==> src/rtl/spq_pkg.sv <==
`timescale 1ns / 1ps
// ----------------------------------------------------------------------------
// spq_pkg
// Shared types and constants for the sorted priority queue: default sizes,
// operation and status codes, and the command bundle broadcast to the cells.
// ----------------------------------------------------------------------------
package spq_pkg;

	localparam int DEPTH_DEF        = 16;
	localparam int KEY_BITS_DEF     = 7;
	localparam int PAYLOAD_BITS_DEF = 16;

	localparam int STATUS_BITS = 2;

	// operation codes carried on func
	typedef enum logic {
		FUNC_INSERT = 1'b0,
		FUNC_REMOVE = 1'b1
	} func_t;

	// result status codes
	typedef enum logic [STATUS_BITS-1:0] {
		ST_OK    = 2'd0,
		ST_EMPTY = 2'd1,
		ST_FULL  = 2'd2
	} status_t;

	// command broadcast to every cell; at most one bit set
	typedef struct packed {
		logic ins;
		logic rem;
	} cmd_t;

endpackage

==> src/rtl/sorted_priority_queue.sv <==
`timescale 1ns / 1ps
// ----------------------------------------------------------------------------
// sorted_priority_queue
// Bounded max-priority queue held as a row of cells sorted by key.
// ----------------------------------------------------------------------------
// One operation is taken per clock; busy never rises, so start may be held
// high every cycle. The result of each transfer shows on the result ports,
// marked by done, in the cycle after the transfer, for one cycle only: the
// receiver must take it then. That rate is set by each cell comparing its
// own key with the new key and moving one place in the same clock. Insert
// places the entry ahead of all equal or smaller keys (newest first among
// equals); an insert into a full queue is dropped with status 2, a remove
// from an empty queue gives status 1 and zero data.
// ----------------------------------------------------------------------------
module sorted_priority_queue #(
	parameter int DEPTH        = spq_pkg::DEPTH_DEF,
	parameter int KEY_BITS     = spq_pkg::KEY_BITS_DEF,
	parameter int PAYLOAD_BITS = spq_pkg::PAYLOAD_BITS_DEF,
	localparam int CNT_W       = $clog2(DEPTH + 1)
) (
	input  logic                           clk,
	input  logic                           arst_n,
	input  logic                           start,
	output logic                           busy,
	input  logic                           func,
	input  logic [KEY_BITS-1:0]            key,
	input  logic [PAYLOAD_BITS-1:0]        payload,
	output logic                           done,
	output logic [spq_pkg::STATUS_BITS-1:0] status,
	output logic [KEY_BITS-1:0]            out_key,
	output logic [PAYLOAD_BITS-1:0]        out_payload,
	output logic [CNT_W-1:0]               fill
);

	logic                    cell_valid   [DEPTH];
	logic [KEY_BITS-1:0]     cell_key     [DEPTH];
	logic [PAYLOAD_BITS-1:0] cell_payload [DEPTH];
	logic                    cell_gt      [DEPTH];

	logic                    accept;
	logic                    full;
	logic                    empty;
	spq_pkg::cmd_t           cmd;
	spq_pkg::status_t        status_d;

	logic [CNT_W-1:0]        count_q;
	logic                    done_q;
	spq_pkg::status_t        status_q;
	logic [KEY_BITS-1:0]     out_key_q;
	logic [PAYLOAD_BITS-1:0] out_payload_q;

	assign busy   = 1'b0;
	assign accept = start && !busy;
	assign full   = (count_q == CNT_W'(DEPTH));
	assign empty  = (count_q == '0);

	// decode the operation into the cell command
	always_comb begin
		cmd      = '0;
		status_d = spq_pkg::ST_OK;
		if (accept) begin
			unique case (spq_pkg::func_t'(func))
				spq_pkg::FUNC_INSERT: begin
					if (full) status_d = spq_pkg::ST_FULL;
					else      cmd.ins  = 1'b1;
				end
				spq_pkg::FUNC_REMOVE: begin
					if (empty) status_d = spq_pkg::ST_EMPTY;
					else       cmd.rem  = 1'b1;
				end
				default: status_d = spq_pkg::ST_OK;
			endcase
		end
	end

	// row of cells, slot 0 holds the highest key
	for (genvar i = 0; i < DEPTH; i++) begin : g_cell
		logic                    l_gt;
		logic                    l_valid;
		logic [KEY_BITS-1:0]     l_key;
		logic [PAYLOAD_BITS-1:0] l_payload;
		logic                    r_valid;
		logic [KEY_BITS-1:0]     r_key;
		logic [PAYLOAD_BITS-1:0] r_payload;

		if (i == 0) begin : g_head
			assign l_gt      = 1'b1;
			assign l_valid   = 1'b0;
			assign l_key     = '0;
			assign l_payload = '0;
		end else begin : g_mid
			assign l_gt      = cell_gt[i-1];
			assign l_valid   = cell_valid[i-1];
			assign l_key     = cell_key[i-1];
			assign l_payload = cell_payload[i-1];
		end

		if (i == DEPTH - 1) begin : g_tail
			assign r_valid   = 1'b0;
			assign r_key     = '0;
			assign r_payload = '0;
		end else begin : g_body
			assign r_valid   = cell_valid[i+1];
			assign r_key     = cell_key[i+1];
			assign r_payload = cell_payload[i+1];
		end

		spq_cell #(
			.KEY_BITS    (KEY_BITS),
			.PAYLOAD_BITS(PAYLOAD_BITS)
		) u_cell (
			.clk          (clk),
			.arst_n       (arst_n),
			.cmd          (cmd),
			.new_key      (key),
			.new_payload  (payload),
			.left_gt      (l_gt),
			.left_valid   (l_valid),
			.left_key     (l_key),
			.left_payload (l_payload),
			.right_valid  (r_valid),
			.right_key    (r_key),
			.right_payload(r_payload),
			.valid        (cell_valid[i]),
			.key          (cell_key[i]),
			.payload      (cell_payload[i]),
			.gt           (cell_gt[i])
		);
	end

	// entry count
	always_ff @(posedge clk or negedge arst_n) begin
		if (!arst_n) begin
			count_q <= '0;
		end else if (cmd.ins) begin
			count_q <= count_q + CNT_W'(1);
		end else if (cmd.rem) begin
			count_q <= count_q - CNT_W'(1);
		end
	end

	// result strobe
	always_ff @(posedge clk or negedge arst_n) begin
		if (!arst_n) begin
			done_q <= 1'b0;
		end else begin
			done_q <= accept;
		end
	end

	// result data
	always_ff @(posedge clk) begin
		if (accept) begin
			status_q      <= status_d;
			out_key_q     <= cmd.rem ? cell_key[0] : '0;
			out_payload_q <= cmd.rem ? cell_payload[0] : '0;
		end
	end

	assign done        = done_q;
	assign status      = status_q;
	assign out_key     = out_key_q;
	assign out_payload = out_payload_q;
	assign fill        = count_q;

endmodule

==> src/rtl/spq_cell.sv <==
`timescale 1ns / 1ps
// ----------------------------------------------------------------------------
// spq_cell
// One slot of the shift-register queue. Holds a valid bit, a key and a
// payload; on insert it keeps, takes the new entry or takes its left
// neighbour's entry, and on remove it takes its right neighbour's entry.
// ----------------------------------------------------------------------------
module spq_cell #(
	parameter int KEY_BITS     = spq_pkg::KEY_BITS_DEF,
	parameter int PAYLOAD_BITS = spq_pkg::PAYLOAD_BITS_DEF
) (
	input  logic                    clk,
	input  logic                    arst_n,
	input  spq_pkg::cmd_t           cmd,
	input  logic [KEY_BITS-1:0]     new_key,
	input  logic [PAYLOAD_BITS-1:0] new_payload,
	input  logic                    left_gt,
	input  logic                    left_valid,
	input  logic [KEY_BITS-1:0]     left_key,
	input  logic [PAYLOAD_BITS-1:0] left_payload,
	input  logic                    right_valid,
	input  logic [KEY_BITS-1:0]     right_key,
	input  logic [PAYLOAD_BITS-1:0] right_payload,
	output logic                    valid,
	output logic [KEY_BITS-1:0]     key,
	output logic [PAYLOAD_BITS-1:0] payload,
	output logic                    gt
);

	logic                    valid_q;
	logic [KEY_BITS-1:0]     key_q;
	logic [PAYLOAD_BITS-1:0] payload_q;

	// held entry stays ahead of the new one
	assign gt = valid_q && (key_q > new_key);

	// valid bit
	always_ff @(posedge clk or negedge arst_n) begin
		if (!arst_n) begin
			valid_q <= 1'b0;
		end else if (cmd.rem) begin
			valid_q <= right_valid;
		end else if (cmd.ins && !gt) begin
			valid_q <= left_gt ? 1'b1 : left_valid;
		end
	end

	// entry data
	always_ff @(posedge clk) begin
		if (cmd.rem) begin
			key_q     <= right_key;
			payload_q <= right_payload;
		end else if (cmd.ins && !gt) begin
			if (left_gt) begin
				key_q     <= new_key;
				payload_q <= new_payload;
			end else begin
				key_q     <= left_key;
				payload_q <= left_payload;
			end
		end
	end

	assign valid   = valid_q;
	assign key     = key_q;
	assign payload = payload_q;

endmodule

==> config.mk <==
export PLATFORM = sky130hd
export DESIGN_NAME = sorted_priority_queue
export DESIGN_NICKNAME = d
export VERILOG_FILES = /design/src/rtl/spq_pkg.sv /design/src/rtl/sorted_priority_queue.sv /design/src/rtl/spq_cell.sv
export SDC_FILE = /design/constraint.sdc
export NUM_CORES = 1
export LEC_CHECK = 0
export ABC_AREA = 1
export BUFFER_PORTS_ARGS = -buffer_cell sky130_fd_sc_hd__buf_2
export CORE_ASPECT_RATIO = 0.9
export CORE_MARGIN = 2
export CORE_UTILIZATION = 60
export CTS_CLUSTER_SIZE = 16
export DETAILED_ROUTE_END_ITERATION = 8
export HOLD_SLACK_MARGIN = 0.12
export PLACE_DENSITY_LB_ADDON = 0.1
export SLEW_MARGIN = 20
export SYNTH_ARGS = -nofsm -noshare
export SYNTH_HDL_FRONTEND = slang
export SYNTH_HIERARCHICAL = 1
export SYNTH_SLANG_ARGS = --single-unit
export TNS_END_PERCENT = 5
==> constraint.sdc <==
create_clock -name clk -period 2.61 [get_ports clk]
set_clock_uncertainty 0.1 [all_clocks]
set_input_delay 0.1305 -clock clk [delete_from_list [all_inputs] [get_ports clk]]
set_output_delay 0.1305 -clock clk [all_outputs]
set_load 0.1 [all_outputs]
# Word-level counts from Yosys, hierarchy flattened
# Cells that the tools add are included.
# word_totals
regBits	415
input_bits	27
wordCells	286
# classes
n_addsub	2
order_cmp	16
n_eq_ne	1
n_mux	147
bitwise_logic	1
n_reduce_logical	66
# op_table
cell	n
$mux W16	45
$mux W7	45
$gt A7 B7 Y1	16
$mux W1	52
$reduce_bool A2 Y1	17
$logic_and A1 B1 Y1	32
$logic_not A1 Y1	16
$mux W5	2
$add A5 B1 Y5 const B	1
$eq A5 B5 Y1 const B	1
$logic_not A5 Y1	1
$sub A5 B1 Y5 const B	1
$mux W2	2
$pmux W2 S2	1
$not A1 Y1	1

# Depth between registers and ports, before layout
# logic_depth
word_depth	7
ltp_mapped	14
ltp_nobuf	13

# Cells and area by module
# Netlist, hierarchy kept.
# modules_own_cells
mod	instances	cells_each	area_per_inst_um2	seq_area_each_um2
spq_cell	16	172	1445.1	715.7
sorted_priority_queue	1	136	1373.8	900.9

# Worst setup path before layout
# OpenSTA, ideal clock, no wires.
# synth_path
path_kind	reg-to-reg
from	register count_q[0], in the netlist fill[0]
to	register g_cell[0].u_cell.key_q[0] (enable)
setup_ns	0.358
t_arrival_ns	2.582
required_ns	2.152
setup_slack_ns	-0.430
path_stages_with_launch	8
path_buffers	1
period_less_slack_ns	3.040
cell_sequence	dfrtp_1 nor2_2 nand3_2 nand2_2 buf_2 inv_1 inv_2 nand2_2
# synth_lines
item	line	text
start, declared	sorted_priority_queue.sv:46	logic [CNT_W-1:0] count_q;
start signal, assigned	sorted_priority_queue.sv:136	count_q <= count_q + CNT_W'(1);
start signal, assigned	sorted_priority_queue.sv:138	count_q <= count_q - CNT_W'(1);
end signal, assigned	spq_cell.sv:51	key_q <= right_key;
end signal, assigned	spq_cell.sv:55	key_q <= new_key;
end signal, assigned	spq_cell.sv:58	key_q <= left_key;
end, declared	spq_cell.sv:31	logic [KEY_BITS-1:0] key_q;

==> metrics.csv <==
metric,value,unit
# DRC,0,
DR pass1 iterations,5,
vias,20931,
maxcap violations,0,
hold depth,5,
Slew HR,58.66,%
Site Rows,70,
Port-buffer cells,57,
RSZ-0062 raised after global routing,false,
Inst Count DP,3463,
Slew Limit Fails,0,
r2r worst-path depth,10,
area of the core,0.04046,mm²
syn avg cell area,8.484,µm²
Detailed Place HPWL,46.22,mm
clock root cell,clkbuf_16,
largest net degree at the start of global routing,92,
Num CTS Buffers,44,
outcome,"complete, no violations",
Yosys warnings,6,
initial antenna violation count,0,
"antenna viol nets, final",0,
Final Hold Fails,0,
Pwr Density,1017,mW/mm²
Layout Area Growth over Synthesis,10.76,%
final std cells w/o fill,3566,
number of global-route vias before repair,20284,
GP Congestion,0.8575,
Max H-tree Level,2,
Clock Latency Late Sink,0.59,ns
CTS tree,built,
WS Path Type,input pin to flip-flop,
num ports,59,
clk buf depth,3,
Lkg Pwr,11.88,nW
PnR Total Power,27.58,mW
grt total ovfl,0,
worst-path fanout max,19,
Tcrit/Tclk final,90.97,%
Setup crit start kind,input pin,
share of layout cells above drive strength 1,10.97,%
Fmax,0.4212,GHz
clk sinks,415,
die span in y,195.7,µm
VDD IR-drop max,641.0,µV
PostCTS Resize Cnt,0,
diode count,0,
Hold Path Class,input pin to flip-flop,
all-layer global routing usage,31.19,%
Worst EP required,2.85,ns
DRT iter0 DRCs,2434,
final-stage net count,3137,
starting density of the core,60.53,%
Gate Count Post-Synth,2887,
drt via density,5.870,
CP arrival,2.62,ns
Die ar.,0.04245,mm²
"Cell Area, Synth",0.02449,mm²
element type at the critical path end,flip-flop,
fin crit period,2.374,ns
Die Span X,217.0,µm
Clock transition at path regs,0.07,ns
first-pass GRT wire length,106.5,mm
Tightest Pin Transition,0.6200,ns
routed wire length,66.04,mm
setup violators final,0,
routed length per instance,18.52,µm
-- area by class of cell --
cell class              instances  area (µm²)
clock buffers                  54        1139
clock inverters                24       210.2
fillers                      3356       13340
inverters                     273        1028
multi-input cells            2101       10280
flip-flops and latches        415       12360
well taps                     540       675.6
repair buffers                159        1436
-- power by group --
part / internal [mW] / total [mW] / switching [mW] / leakage, nW
registers: 10.3 / 11.8 / 1.50 / 4.05
logic: 3.35 / 9.65 / 6.30 / 7.19
clock network: 3.33 / 6.08 / 2.76 / 0.641
total: 17.0 / 27.6 / 10.6 / 11.9
-- path summary, 6_finish.rpt --
check | from | endpoint | slack [ns]
min in group asynchronous | arst_n | fill[1]$_DFFE_PN0P_ | 0.46
worst max-delay path | key[1] | g_cell[14].u_cell/payload[8]$_DFFE_PP_ | 0.24
worst min-delay path | key[4] | g_cell[15].u_cell/key[4]$_DFFE_PP_ | 0.18
worst min register to register | fill[4]$_DFFE_PN0P_ | fill[4]$_DFFE_PN0P_ | 0.41
max in group asynchronous | arst_n | g_cell[12].u_cell/valid$_DFFE_PN0P_ | 1.76
worst max register to register | g_cell[9].u_cell/key[6]$_DFFE_PP_ | g_cell[10].u_cell/payload[14]$_DFFE_PP_ | 0.28
-- state kept, by name (all words and copies together), names as in the netlist --
| name | count |
|---|---|
| done | 1 |
| fill | 5 |
| g_cell.u_cell/key | 112 |
| g_cell.u_cell/payload | 256 |
| g_cell.u_cell/valid | 16 |
| out_key | 7 |
| out_payload | 16 |
| status | 2 |
-- layout by cell type, fill, tap and decap left out, types with 10 or more instances in the layout --
cell type and instances:
a21boi_1 16, a21oi_1 625, a21oi_2 16, buf_12 26
buf_2 57, buf_4 52, clkbuf_1 10, clkbuf_16 44
clkinv_1 11, conb_1 51, dfrtp_1 17, dlygate4sd3_1 24
edfxtp_1 393, ha_1 115, inv_1 239, inv_2 33
nand2_1 662, nand2_2 67, nand3_1 38, nor2_1 347
nor2_2 17, o21ai_0 64, o21ai_1 80
-- stage by stage --
stage / TNS [ns] / util [%] / instance area [µm²] / setup slack (ns) / hold WS, ns
after global routing: 0 / 67.04 / 27130 / 0.05147 / 0.1775
after detailed placement: 0 / 63.07 / 25520 / 0.1697 / 0.08749
after global placement: 0 / 63.07 / 25520 / 0.2835 / 0.08362
final: 0 / 67.04 / 27130 / 0.2356 / 0.1751
after CTS: 0 / 67.04 / 27130 / 0.2924 / 0.1327
after floorplan: -12.96 / - / 24690 / -0.06793 / -0.2651
-- worst max-delay path, cell delays in order --
cell,delay (ns)
dlygate4sd3_1,0.52
buf_2,0.36
inv_1,0.13
ha_1,0.31
nand2_1,0.08
nor2_1,0.04
a21boi_1,0.16
nand2_2,0.09
inv_1,0.29
inv_2,0.26
nand2_1,0.13
a21oi_1,0.08
-- timing repair --
action | in CTS | in global routing
endpoints found under the hold margin | 338 | 0
hold buffers | 25 | 0
buffers inserted | 0 | 0
-- per-layer routing --
metal / track usage [%] / share of wire (%) / vias to the layer above
li1: - / - / 9844
met1: 47.06 / 46 / 10006
met2: 47.41 / 44 / 979
met3: 4.186 / 8.3 / 102
met4: 8.752 / 1.8 / 0
met5: 0 / 0 / -
Power figures use the tool's default switching activity.
